File: config.mk
export PLATFORM = sky130hd
export DESIGN_NAME = engine_speed_band_hour_meter
export DESIGN_NICKNAME = d
export VERILOG_FILES = /design/src/esbhm_pkg.sv /design/src/engine_speed_band_hour_meter.sv /design/src/esbhm_rpm.sv /design/src/esbhm_band_acc.sv /design/src/esbhm_report.sv
export SDC_FILE = /design/constraint.sdc
export NUM_CORES = 2
export LEC_CHECK = 0
export ABC_AREA = 1
export BUFFER_PORTS_ARGS = -buffer_cell sky130_fd_sc_hd__buf_4
export CORE_MARGIN = 8
export CORE_UTILIZATION = 60
export CTS_CLUSTER_SIZE = 40
export DETAILED_ROUTE_END_ITERATION = 8
export MAX_ROUTING_LAYER = met4
export PLACE_DENSITY = 0.78
export RECOVER_POWER = 50
export REMOVE_ABC_BUFFERS = 1
export SLEW_MARGIN = 20
export SYNTH_ARGS = -nofsm -noshare
export SYNTH_HDL_FRONTEND = slang
export SYNTH_SLANG_ARGS = --single-unit
File: constraint.sdc
create_clock -name i_clk -period 8.7 [get_ports i_clk]
set_input_delay 0 -clock i_clk [delete_from_list [all_inputs] [get_ports i_clk]]
set_output_delay 0 -clock i_clk [all_outputs]
set_load 0.02 [all_outputs]
File: src/esbhm_pkg.sv
// Shared types and constants for the engine speed band hour meter.
package esbhm_pkg;

    typedef enum logic [2:0] {
        BAND_OFF       = 3'd0,
        BAND_IDLE      = 3'd1,
        BAND_CLIMB     = 3'd2,
        BAND_CRUISE    = 3'd3,
        BAND_CAUTION   = 3'd4,
        BAND_REDLINE   = 3'd5,
        BAND_OVERLIMIT = 3'd6
    } t_band;

    typedef enum logic [1:0] {
        HEALTH_OK      = 2'd0,
        HEALTH_SERVICE = 2'd1,
        HEALTH_FAIL    = 2'd2
    } t_health;

    typedef enum logic [2:0] {
        CFG_IDLE_FLOOR      = 3'd0,
        CFG_IDLE_CEILING    = 3'd1,
        CFG_CLIMB_CEILING   = 3'd2,
        CFG_CRUISE_CEILING  = 3'd3,
        CFG_CAUTION_CEILING = 3'd4,
        CFG_REDLINE_CEILING = 3'd5,
        CFG_FAIL_LIMIT      = 3'd6,
        CFG_SERVICE_LIMIT   = 3'd7
    } t_cfg_idx;

    typedef struct packed {
        logic [14:0] idle_floor;
        logic [14:0] idle_ceiling;
        logic [14:0] climb_ceiling;
        logic [14:0] cruise_ceiling;
        logic [14:0] caution_ceiling;
        logic [14:0] redline_ceiling;
    } t_band_cfg;

    typedef struct packed {
        logic s2_load;
        logic s3_load;
        logic s4_load;
        logic s5_load;
    } t_pipe_ctrl;

    localparam logic [14:0] IDLE_FLOOR_RST      = 15'd1000;
    localparam logic [14:0] IDLE_CEILING_RST    = 15'd3500;
    localparam logic [14:0] CLIMB_CEILING_RST   = 15'd6000;
    localparam logic [14:0] CRUISE_CEILING_RST  = 15'd9000;
    localparam logic [14:0] CAUTION_CEILING_RST = 15'd9799;
    localparam logic [14:0] REDLINE_CEILING_RST = 15'd10200;
    localparam logic [31:0] FAIL_LIMIT_RST      = 32'd14400;
    localparam logic [31:0] SERVICE_LIMIT_RST   = 32'd3600;

    localparam logic [31:0] CAUTION_SERVICE_SEC = 32'd10800;

    // round(30/pi * 2^24)
    localparam logic [27:0] RPM_K    = 28'd160210611;
    localparam logic [47:0] RPM_HALF = 48'h0000_8000_0000;
    localparam logic [14:0] RPM_MAX  = 15'd32767;

    // ceil(2^36 / 225), exact for 28-bit dividends after the shift by 4.
    localparam logic [28:0] HOUR_RECIP = 29'd305419897;
    // ceil(2^14 / 15), exact for 10-bit dividends after the shift by 2.
    localparam logic [10:0] MIN_RECIP  = 11'd1093;

endpackage

File: src/engine_speed_band_hour_meter.sv
// Top level of the engine speed band hour meter. Each tick transfer carries a
// shaft speed and elapsed seconds and yields exactly one result transfer. The
// block takes one tick in every cycle unless a stalled output has filled all stages: the
// five-stage pipeline (input register, rpm multiply, band and accumulator
// update, health and hours reciprocal multiply, minutes and seconds split into
// the output register) moves all stages independently, so a stalled output
// only holds back the items behind it while empty stages keep filling.
// Configuration registers must be written while no tick is in flight.
module engine_speed_band_hour_meter
    import esbhm_pkg::*;
(
    input  logic        i_clk,
    input  logic        i_rst_n,
    input  logic        i_cfg_we,
    input  logic [2:0]  i_cfg_idx,
    input  logic [31:0] i_cfg_data,
    input  logic        i_in_valid,
    output logic        o_in_ready,
    input  logic [18:0] i_shaft_speed_q8,
    input  logic [15:0] i_elapsed_sec,
    output logic        o_out_valid,
    input  logic        i_out_ready,
    output logic [14:0] o_engine_rpm,
    output logic [2:0]  o_band_code,
    output logic [31:0] o_run_total_sec,
    output logic [20:0] o_run_hours,
    output logic [5:0]  o_run_minutes,
    output logic [5:0]  o_run_seconds,
    output logic [31:0] o_caution_total_sec,
    output logic [31:0] o_redline_total_sec,
    output logic [1:0]  o_health_code
);

    t_band_cfg   r_band_cfg;
    logic [31:0] r_fail_limit;
    logic [31:0] r_service_limit;

    logic [4:0]  r_valid;
    logic [4:0]  n_valid;
    logic [4:0]  free;
    logic [4:0]  load;
    t_pipe_ctrl  ctrl;

    logic [18:0] r_s1_speed;
    logic [15:0] r_s1_dt;
    logic [14:0] s2_rpm;
    logic [15:0] s2_dt;
    logic [14:0] s3_rpm;
    t_band       s3_band;
    logic [31:0] s3_run;
    logic [31:0] s3_caution;
    logic [31:0] s3_redline;

    always_ff @(posedge i_clk) begin
        if (!i_rst_n) begin
            r_band_cfg.idle_floor      <= IDLE_FLOOR_RST;
            r_band_cfg.idle_ceiling    <= IDLE_CEILING_RST;
            r_band_cfg.climb_ceiling   <= CLIMB_CEILING_RST;
            r_band_cfg.cruise_ceiling  <= CRUISE_CEILING_RST;
            r_band_cfg.caution_ceiling <= CAUTION_CEILING_RST;
            r_band_cfg.redline_ceiling <= REDLINE_CEILING_RST;
            r_fail_limit               <= FAIL_LIMIT_RST;
            r_service_limit            <= SERVICE_LIMIT_RST;
        end else if (i_cfg_we) begin
            unique case (t_cfg_idx'(i_cfg_idx))
                CFG_IDLE_FLOOR:      r_band_cfg.idle_floor      <= i_cfg_data[14:0];
                CFG_IDLE_CEILING:    r_band_cfg.idle_ceiling    <= i_cfg_data[14:0];
                CFG_CLIMB_CEILING:   r_band_cfg.climb_ceiling   <= i_cfg_data[14:0];
                CFG_CRUISE_CEILING:  r_band_cfg.cruise_ceiling  <= i_cfg_data[14:0];
                CFG_CAUTION_CEILING: r_band_cfg.caution_ceiling <= i_cfg_data[14:0];
                CFG_REDLINE_CEILING: r_band_cfg.redline_ceiling <= i_cfg_data[14:0];
                CFG_FAIL_LIMIT:      r_fail_limit               <= i_cfg_data;
                CFG_SERVICE_LIMIT:   r_service_limit            <= i_cfg_data;
                default: begin
                end
            endcase
        end
    end

    // A stage is free when it is empty or its item moves on in this cycle.
    always_comb begin
        free[4] = !r_valid[4] || i_out_ready;
        load[4] = r_valid[3] && free[4];
        free[3] = !r_valid[3] || load[4];
        load[3] = r_valid[2] && free[3];
        free[2] = !r_valid[2] || load[3];
        load[2] = r_valid[1] && free[2];
        free[1] = !r_valid[1] || load[2];
        load[1] = r_valid[0] && free[1];
        free[0] = !r_valid[0] || load[1];
        load[0] = i_in_valid && free[0];
        n_valid = load | (r_valid & ~free);
        ctrl.s2_load = load[1];
        ctrl.s3_load = load[2];
        ctrl.s4_load = load[3];
        ctrl.s5_load = load[4];
    end

    always_ff @(posedge i_clk) begin
        if (!i_rst_n) begin
            r_valid <= '0;
        end else begin
            r_valid <= n_valid;
        end
    end

    always_ff @(posedge i_clk) begin
        if (load[0]) begin
            r_s1_speed <= i_shaft_speed_q8;
            r_s1_dt    <= i_elapsed_sec;
        end
    end

    esbhm_rpm u_rpm (
        .i_clk      (i_clk),
        .i_ctrl     (ctrl),
        .i_speed_q8 (r_s1_speed),
        .i_dt       (r_s1_dt),
        .o_rpm      (s2_rpm),
        .o_dt       (s2_dt)
    );

    esbhm_band_acc u_band_acc (
        .i_clk     (i_clk),
        .i_rst_n   (i_rst_n),
        .i_ctrl    (ctrl),
        .i_cfg     (r_band_cfg),
        .i_rpm     (s2_rpm),
        .i_dt      (s2_dt),
        .o_rpm     (s3_rpm),
        .o_band    (s3_band),
        .o_run     (s3_run),
        .o_caution (s3_caution),
        .o_redline (s3_redline)
    );

    esbhm_report u_report (
        .i_clk               (i_clk),
        .i_ctrl              (ctrl),
        .i_fail_limit        (r_fail_limit),
        .i_service_limit     (r_service_limit),
        .i_rpm               (s3_rpm),
        .i_band              (s3_band),
        .i_run               (s3_run),
        .i_caution           (s3_caution),
        .i_redline           (s3_redline),
        .o_engine_rpm        (o_engine_rpm),
        .o_band_code         (o_band_code),
        .o_run_total_sec     (o_run_total_sec),
        .o_run_hours         (o_run_hours),
        .o_run_minutes       (o_run_minutes),
        .o_run_seconds       (o_run_seconds),
        .o_caution_total_sec (o_caution_total_sec),
        .o_redline_total_sec (o_redline_total_sec),
        .o_health_code       (o_health_code)
    );

    assign o_in_ready  = free[0];
    assign o_out_valid = r_valid[4];

    a_full_only_when_stalled: assert property (@(posedge i_clk) disable iff (!i_rst_n)
        !o_in_ready |-> (o_out_valid && !i_out_ready))
        else $error("Input stalled while the pipeline could advance.");

    a_time_split_range: assert property (@(posedge i_clk) disable iff (!i_rst_n)
        o_out_valid |-> (o_run_minutes < 6'd60 && o_run_seconds < 6'd60))
        else $error("Minutes or seconds of running time out of range.");

    a_run_covers_bands: assert property (@(posedge i_clk) disable iff (!i_rst_n)
        o_out_valid |-> (o_run_total_sec >= o_caution_total_sec &&
                         o_run_total_sec >= o_redline_total_sec))
        else $error("Running time is below a band total.");

endmodule

File: src/esbhm_rpm.sv
// Speed to rpm conversion stage with its result register.
module esbhm_rpm
    import esbhm_pkg::*;
(
    input  logic        i_clk,
    input  t_pipe_ctrl  i_ctrl,
    input  logic [18:0] i_speed_q8,
    input  logic [15:0] i_dt,
    output logic [14:0] o_rpm,
    output logic [15:0] o_dt
);

    logic [46:0] prod;
    logic [47:0] rnd;
    logic [15:0] rpm_full;
    logic [14:0] n_rpm;
    logic [14:0] r_rpm;
    logic [15:0] r_dt;

    always_comb begin
        prod     = 47'(i_speed_q8) * 47'(RPM_K);
        rnd      = {1'b0, prod} + RPM_HALF;
        rpm_full = rnd[47:32];
        n_rpm    = (rpm_full > {1'b0, RPM_MAX}) ? RPM_MAX : rpm_full[14:0];
    end

    always_ff @(posedge i_clk) begin
        if (i_ctrl.s2_load) begin
            r_rpm <= n_rpm;
            r_dt  <= i_dt;
        end
    end

    assign o_rpm = r_rpm;
    assign o_dt  = r_dt;

endmodule

File: src/esbhm_band_acc.sv
// Band classification and the saturating time accumulators.
module esbhm_band_acc
    import esbhm_pkg::*;
(
    input  logic        i_clk,
    input  logic        i_rst_n,
    input  t_pipe_ctrl  i_ctrl,
    input  t_band_cfg   i_cfg,
    input  logic [14:0] i_rpm,
    input  logic [15:0] i_dt,
    output logic [14:0] o_rpm,
    output t_band       o_band,
    output logic [31:0] o_run,
    output logic [31:0] o_caution,
    output logic [31:0] o_redline
);

    t_band       band;
    logic [32:0] run_sum;
    logic [32:0] caution_sum;
    logic [32:0] redline_sum;
    logic [31:0] n_run;
    logic [31:0] n_caution;
    logic [31:0] n_redline;
    logic [14:0] r_rpm;
    t_band       r_band;
    logic [31:0] r_run;
    logic [31:0] r_caution;
    logic [31:0] r_redline;

    always_comb begin
        priority if (i_rpm == 15'd0 || i_rpm < i_cfg.idle_floor) begin
            band = BAND_OFF;
        end else if (i_rpm <= i_cfg.idle_ceiling) begin
            band = BAND_IDLE;
        end else if (i_rpm <= i_cfg.climb_ceiling) begin
            band = BAND_CLIMB;
        end else if (i_rpm <= i_cfg.cruise_ceiling) begin
            band = BAND_CRUISE;
        end else if (i_rpm <= i_cfg.caution_ceiling) begin
            band = BAND_CAUTION;
        end else if (i_rpm <= i_cfg.redline_ceiling) begin
            band = BAND_REDLINE;
        end else begin
            band = BAND_OVERLIMIT;
        end
    end

    always_comb begin
        run_sum     = {1'b0, r_run} + {17'd0, i_dt};
        caution_sum = {1'b0, r_caution} + {17'd0, i_dt};
        redline_sum = {1'b0, r_redline} + {17'd0, i_dt};
        n_run       = r_run;
        n_caution   = r_caution;
        n_redline   = r_redline;
        if (band != BAND_OFF) begin
            n_run = run_sum[32] ? 32'hFFFF_FFFF : run_sum[31:0];
        end
        if (band == BAND_CAUTION) begin
            n_caution = caution_sum[32] ? 32'hFFFF_FFFF : caution_sum[31:0];
        end
        if (band == BAND_REDLINE || band == BAND_OVERLIMIT) begin
            n_redline = redline_sum[32] ? 32'hFFFF_FFFF : redline_sum[31:0];
        end
    end

    always_ff @(posedge i_clk) begin
        if (!i_rst_n) begin
            r_run     <= '0;
            r_caution <= '0;
            r_redline <= '0;
        end else if (i_ctrl.s3_load) begin
            r_run     <= n_run;
            r_caution <= n_caution;
            r_redline <= n_redline;
        end
    end

    always_ff @(posedge i_clk) begin
        if (i_ctrl.s3_load) begin
            r_rpm  <= i_rpm;
            r_band <= band;
        end
    end

    assign o_rpm     = r_rpm;
    assign o_band    = r_band;
    assign o_run     = r_run;
    assign o_caution = r_caution;
    assign o_redline = r_redline;

endmodule

File: src/esbhm_report.sv
// Health verdict and the hours, minutes and seconds split of running time.
module esbhm_report
    import esbhm_pkg::*;
(
    input  logic        i_clk,
    input  t_pipe_ctrl  i_ctrl,
    input  logic [31:0] i_fail_limit,
    input  logic [31:0] i_service_limit,
    input  logic [14:0] i_rpm,
    input  t_band       i_band,
    input  logic [31:0] i_run,
    input  logic [31:0] i_caution,
    input  logic [31:0] i_redline,
    output logic [14:0] o_engine_rpm,
    output logic [2:0]  o_band_code,
    output logic [31:0] o_run_total_sec,
    output logic [20:0] o_run_hours,
    output logic [5:0]  o_run_minutes,
    output logic [5:0]  o_run_seconds,
    output logic [31:0] o_caution_total_sec,
    output logic [31:0] o_redline_total_sec,
    output logic [1:0]  o_health_code
);

    t_health     health;
    logic [56:0] hour_prod;
    logic [14:0] r4_rpm;
    t_band       r4_band;
    logic [31:0] r4_run;
    logic [31:0] r4_caution;
    logic [31:0] r4_redline;
    t_health     r4_health;
    logic [20:0] r4_hours;

    logic [31:0] hours_ext;
    logic [31:0] hour_secs;
    logic [31:0] diff;
    logic [11:0] rem;
    logic [20:0] min_prod;
    logic [5:0]  minutes;
    logic [11:0] min_secs;
    logic [11:0] sec_diff;

    logic [14:0] r5_rpm;
    t_band       r5_band;
    logic [31:0] r5_run;
    logic [20:0] r5_hours;
    logic [5:0]  r5_minutes;
    logic [5:0]  r5_seconds;
    logic [31:0] r5_caution;
    logic [31:0] r5_redline;
    t_health     r5_health;

    always_comb begin
        priority if (i_redline > i_fail_limit) begin
            health = HEALTH_FAIL;
        end else if (i_redline > i_service_limit || i_caution > CAUTION_SERVICE_SEC) begin
            health = HEALTH_SERVICE;
        end else begin
            health = HEALTH_OK;
        end
        hour_prod = 57'(i_run[31:4]) * 57'(HOUR_RECIP);
    end

    always_ff @(posedge i_clk) begin
        if (i_ctrl.s4_load) begin
            r4_rpm     <= i_rpm;
            r4_band    <= i_band;
            r4_run     <= i_run;
            r4_caution <= i_caution;
            r4_redline <= i_redline;
            r4_health  <= health;
            r4_hours   <= hour_prod[56:36];
        end
    end

    // 3600 = 4096 - 512 + 16 and 60 = 64 - 4.
    always_comb begin
        hours_ext = {11'd0, r4_hours};
        hour_secs = (hours_ext << 12) - (hours_ext << 9) + (hours_ext << 4);
        diff      = r4_run - hour_secs;
        rem       = diff[11:0];
        min_prod  = 21'(rem[11:2]) * 21'(MIN_RECIP);
        minutes   = min_prod[19:14];
        min_secs  = ({6'd0, minutes} << 6) - ({6'd0, minutes} << 2);
        sec_diff  = rem - min_secs;
    end

    always_ff @(posedge i_clk) begin
        if (i_ctrl.s5_load) begin
            r5_rpm     <= r4_rpm;
            r5_band    <= r4_band;
            r5_run     <= r4_run;
            r5_hours   <= r4_hours;
            r5_minutes <= minutes;
            r5_seconds <= sec_diff[5:0];
            r5_caution <= r4_caution;
            r5_redline <= r4_redline;
            r5_health  <= r4_health;
        end
    end

    assign o_engine_rpm        = r5_rpm;
    assign o_band_code         = r5_band;
    assign o_run_total_sec     = r5_run;
    assign o_run_hours         = r5_hours;
    assign o_run_minutes       = r5_minutes;
    assign o_run_seconds       = r5_seconds;
    assign o_caution_total_sec = r5_caution;
    assign o_redline_total_sec = r5_redline;
    assign o_health_code       = r5_health;

endmodule
# ---- After elaboration in Yosys (flattened, before gate mapping)
# Index checks and enable logic that the tools add are counted.
dict set report totals {
  word_cells 111
  ff_bits 625
  in_bits 75
}
dict set report op_classes {
  magnitude_cmp 10
  muxes 10
  n_addsub 9
  bitwise 3
  multipliers 3
  reduce_logical 32
  n_eq_ne 10
}
# op count
set ops {}
lappend ops {{$add A32 B16 Y33} 3}
lappend ops {{$mux W32} 3}
lappend ops {{$le A15 B15 Y1} 5}
lappend ops {{$gt A32 B32 Y1} 2}
lappend ops {{$mul A28 B29 Y57 const B} 1}
lappend ops {{$add A47 B32 Y48 const B} 1}
lappend ops {{$mul A19 B28 Y47 const B} 1}
lappend ops {{$gt A32 B14 Y1 const B} 1}
lappend ops {{$reduce_and A2 Y1} 11}
lappend ops {{$eq A3 B3 Y1 const B} 7}
lappend ops {{$mul A10 B11 Y20 const B} 1}
lappend ops {{$gt A16 B15 Y1 const B} 1}
lappend ops {{$logic_not A15 Y1} 1}
lappend ops {{$lt A15 B15 Y1} 1}
lappend ops {{$mux W3} 5}
lappend ops {{$add A12 B12 Y12} 1}
lappend ops {{$sub A1 B12 Y12 const A} 1}
lappend ops {{$sub A12 B12 Y12} 1}
lappend ops {{$logic_or A1 B1 Y1} 8}
lappend ops {{$eq A3 B2 Y1 const B} 2}
lappend ops {{$sub A1 B6 Y6 const A} 1}
lappend ops {{$sub A6 B6 Y6} 1}
lappend ops {{$and A5 B5 Y5} 1}
lappend ops {{$logic_and A1 B1 Y1} 5}
lappend ops {{8 further kinds} 12}

# ---- Longest topological paths before layout
dict set report logic_depth {
  ltp_word 13
  depth_mapped 38
  depth_no_buf 38
}

# ---- Cells and area by module
# Synthesis repeated with hierarchy kept, for this count alone.
dict set report hier_totals {
  hier_cells 6217
  area_unflattened_um2 54583.6
}
# module seq_area_each_um2 n_inst area_per_inst_um2 cells_each
set modules_own_cells {}
lappend modules_own_cells {esbhm_report 8528.2 1 26319.0 2526}
lappend modules_own_cells {esbhm_rpm 930.9 1 11233.3 1330}
lappend modules_own_cells {esbhm_band_acc 2462.4 1 10457.5 1612}
lappend modules_own_cells {engine_speed_band_hour_meter 4234.1 1 6573.8 749}

# ---- Worst setup path after synthesis
# No wires, ideal clock.
dict set report synth_path {
  path_kind {register -> register}
  start {register with a tool-made name}
  end {register u_report.r5_band[0] (netlist: u_report.o_band_code[0]) (enable)}
  arrival_time_ps 6641
  synth_period_minus_slack_ps 7300
  path_stages_with_launch 4
  slack_ps 1400
  required_ps 8041
  path_cell_list {dfxtp_1 -> inv_1 -> nor2_1 -> nor2_1}
}
# item line
set synth_lines {}
lappend synth_lines {{to (signal assigned)} esbhm_report.sv:92} ;# r5_band <= r4_band;
lappend synth_lines {{to (decl)} esbhm_report.sv:45} ;# t_band r5_band;

# ---- Worst setup path after layout
dict set report layout_path {
  start {register u_band_acc.r_run[19] (netlist: u_band_acc.o_run[19])}
  end {register u_report.r4_hours[15] (data pin)}
}
dict set report layout_between {
  elab_chain_len 1
}
# item line
set layout_lines {}
lappend layout_lines {{from (decl)} esbhm_band_acc.sv:27} ;# logic [31:0] r_run;
lappend layout_lines {{from (signal assigned)} esbhm_band_acc.sv:73} ;# r_run <= n_run;
lappend layout_lines {{$mul A28 B29 Y57} esbhm_report.sv:62} ;# hour_prod = 57'(i_run[31:4]) * 57'(HOUR_RECIP);
lappend layout_lines {{via u_report.hour_prod[51]} esbhm_report.sv:26} ;# logic [56:0] hour_prod;
lappend layout_lines {{to (signal assigned)} esbhm_report.sv:73} ;# r4_hours <= hour_prod[56:36];
lappend layout_lines {{to (decl)} esbhm_report.sv:33} ;# logic [20:0] r4_hours;
# The timed path passes the listed nets, and every way through them passes these cells.
# A chain may end at the register's enable or synchronous reset.

==> results_dict.tcl <==
set metrics [dict create \
    outcome "finished, violations left" \
    violations "max-capacitance violations, max-slew violations" \
    core_area_um2 86900 \
    netlist_area_um2 52700 \
    first_pass_iters 8 \
    yosysMostFrequentCell "inv_1" \
    muxShareOfSynthArea_pct 0 \
    dpl_worst_slack_ps 2090 \
    grt.overflow.total 0 \
    multi_input_area_um2 31600 \
    grt_pass1_vias 41510 \
    cts_made_buffers 70 \
    synth-simple-area-share_pct 12.3 \
    port_buffers 225 \
    cts_num_sinks 623 \
    drive_gt1_share_pct 3.90 \
    grt_use_met3_pct 6.18 \
    grt-busiest-layer "met2" \
    hold_viol 0 \
    path_class "flip-flop to flip-flop" \
    period_needed_ps 6960 \
    viasPerCell 5.65 \
    cts_max_level 3 \
    hp-start "i_shaft_speed_q8[4]" \
    cts_tree "yes" \
    slew_headroom_pct -171 \
    synthFlopType "edfxtp_1" \
    clk_latency_ps 630 \
    yosysTopAreaCell "edfxtp_1" \
    setup_viol 0 \
    synth_adder_area_share_pct 37.2 \
    wl_per_cell_um 20.8 \
    synthTopCellsByArea "edfxtp_1, ha_1, fa_1, dfxtp_1, inv_1" \
    vdd_drop_max_mv 0.531 \
    cts_root_buf "clkbuf_16" \
    required_ps 9060 \
    avgSynthCellArea_um2 9.28 \
    cp-start-kind "flip-flop" \
    ios 226 \
    min_path_cells 2 \
    synth_common_cells "inv_1, ha_1, nand2_1, fa_1, a21oi_1" \
    maxCapViolCount 5 \
    yosys_warnings 0 \
    p_per_area_nw_per_um2 248 \
    slew_viol_final 281 \
    numPlacedInstances 6996 \
    die_y_um 312 \
    synth_xor_area_share_pct 1.51 \
    fin_ws_ps 1740 \
    ys_seq_area_share_pct 30.7 \
    period_share_pct 80.1 \
    cts.clk_slew.worst_paths_ps 60 \
    gr-usage-all-layers_pct 31.5 \
    regArea_um2 16200 \
    reg2reg_depth 21 \
    startpoint "u_band_acc.o_run[19]$_SDFFE_PN0P_" \
    clockBufferDepth 3 \
    globalplace.congestion 1.09 \
    use_met1_pct 41.1 \
    drc_errors 0 \
    synth_top_family_by_area "adder cells" \
    hp-class "input port to flip-flop" \
    synth-seq-cells 623 \
    hpwl_um 119000 \
    async_reset_ff_share_pct 0 \
    synth_cells 5675 \
    first_iter_violations 3190 \
    die_area_um2 97500 \
    fp-row-count 108 \
    fmax_mhz 144 \
    stdcell_count 7201 \
    num-fill-cells 6979 \
    path_max_fanout 12 \
    grt_util_met2_pct 49.2 \
    r2r-start "u_band_acc.o_run[19]$_SDFFE_PN0P_" \
    design_area_um2 58100 \
    synth_edf_count 368 \
    die_w_um 312 \
    start_util_pct 60.6 \
    synth_compound_area_share_pct 9.01 \
    via_count 40715 \
    cellLeakagePower_nw 28.1 \
    grt_max_degree 84 \
    synth_top_area_share_pct 21.0 \
    worstMarginPinSlew_ps 4060 \
    end_kind "flip-flop" \
    fin_setup_tns_ps 0 \
    cp_data_arrival_time_ps 7320 \
    yosys.cell_types.count 58 \
    grt_setup_unrepaired "false" \
    drt-total-wl_um 150000 \
    antenna_found_initial 2 \
    areaGrowthSynthToFinish_pct 10.4 \
    fin_skew_ps 24.0 \
    nets 7348 \
    placed_cell_area_um2 55600 \
    antenna_left 0 \
    grt_pass1_wl_um 235000 \
]
[placed cells by master, fill, tap and decap left out, drive strengths merged, types with 2 or more instances in the layout]
cell type,count
o211ai,55
nand2,781
inv,1201
nand4,88
a211oi,3
a21boi,5
a21o,29
xnor2,54
dfxtp,255
clkbuf,288
fa,469
o21ai,261
o21bai,12
and2,2
nor4,25
a31oi,30
buf,56
xor2,37
nor3,41
edfxtp,368
or2,19
a221oi,3
o221ai,3
nand3b,8
bufinv,7
ha,816
clkinv,23
diode,2
o31ai,4
nor2,347
dlygate4sd3,74
a21oi,447
and3,4
o21a,8
nand3,209
[metrics by stage]
stage	hold WS [ps]	utilization, %	total power, mW
global placement	178	64.0	11.1
floorplan	84.1	-	8.97
detailed placement	179	64.0	11.2
CTS	42.7	67.6	14.4
global route	92.1	66.9	15.6
finish	106	66.9	14.4
[flip-flops by register name, indices dropped and copies added, names as in the netlist, 16 cells and up, named ones only]
register                      cells
u_report.o_caution_total_sec     32
u_band_acc.o_redline             32
u_report.r4_hours                21
u_report.o_run_total_sec         30
u_report.r4_caution              32
r_s1_speed                       19
u_report.o_redline_total_sec     32
u_band_acc.o_run                 32
r_service_limit                  32
u_report.r4_run                  32
r_s1_dt                          16
u_band_acc.o_caution             32
u_rpm.o_dt                       16
u_report.o_run_hours             21
r_fail_limit                     32
r_band_cfg                       90
u_report.r4_redline              32
[kinds of logic (layout without fill, tap and decap cells)]
group,after synthesis,count (layout)
simple gates,1528,1528
flops,623,623
xor+xnor,91,91
compound gates,867,867
buf+inv,1281,1650
other cells,0,2
fa+ha+maj,1285,1285
[report_power, final]
group / internal [mW] / total (mW) / switching, mW
logic: 2.84 / 7.85 / 5.01
registers: 3.31 / 3.48 / 0.176
clock network: 1.79 / 3.06 / 1.27
total: 7.93 / 14.4 / 6.46
[metal layers]
metal	share of wire, %	wire (um)
met1	42	63100
met2	46	68400
met3	8.1	12100
met4	4.0	5940
met5	0	0
[area by class of cell]
class                   count  area share [%]
multi-input cells        3771            54.4
clock inverters            38           0.816
clock buffers              90            3.28
flip-flops and latches    623            27.8
inverters                1194            7.72
repair buffers            328            3.45
diodes                      2         0.00861
well taps                1155            2.49
[worst max-delay path: stages (launching register included)]
cell,delay [ps]
dfxtp_1,310
clkbuf_1,770
ha_1,480
inv_1,200
fa_1,550
fa_1,550
inv_1,60
fa_1,490
fa_1,490
inv_1,50
fa_1,530
inv_1,50
fa_1,470
ha_1,360
nand2_1,160
o21ai_0,140
a21oi_1,290
nor2_1,90
o21ai_0,170
nand3_1,160
a21oi_1,210
xnor2_1,100
[what timing repair did]
item,in CTS,in global routing
resized for setup,0,0
setup endpoints to repair,0,0
hold buffers,74,0
buffers inserted,0,0
hold endpoints to repair,216,0
[final timing paths]
check	slack, ps	to
max	1740	u_report.r4_hours[15]$_DFFE_PP_
min	110	r_s1_speed[4]$_DFFE_PP_
max reg2reg	1740	u_report.r4_hours[15]$_DFFE_PP_
min reg2reg	400	u_report.o_engine_rpm[4]$_DFFE_PP_
(Power assumes the default switching activity.)
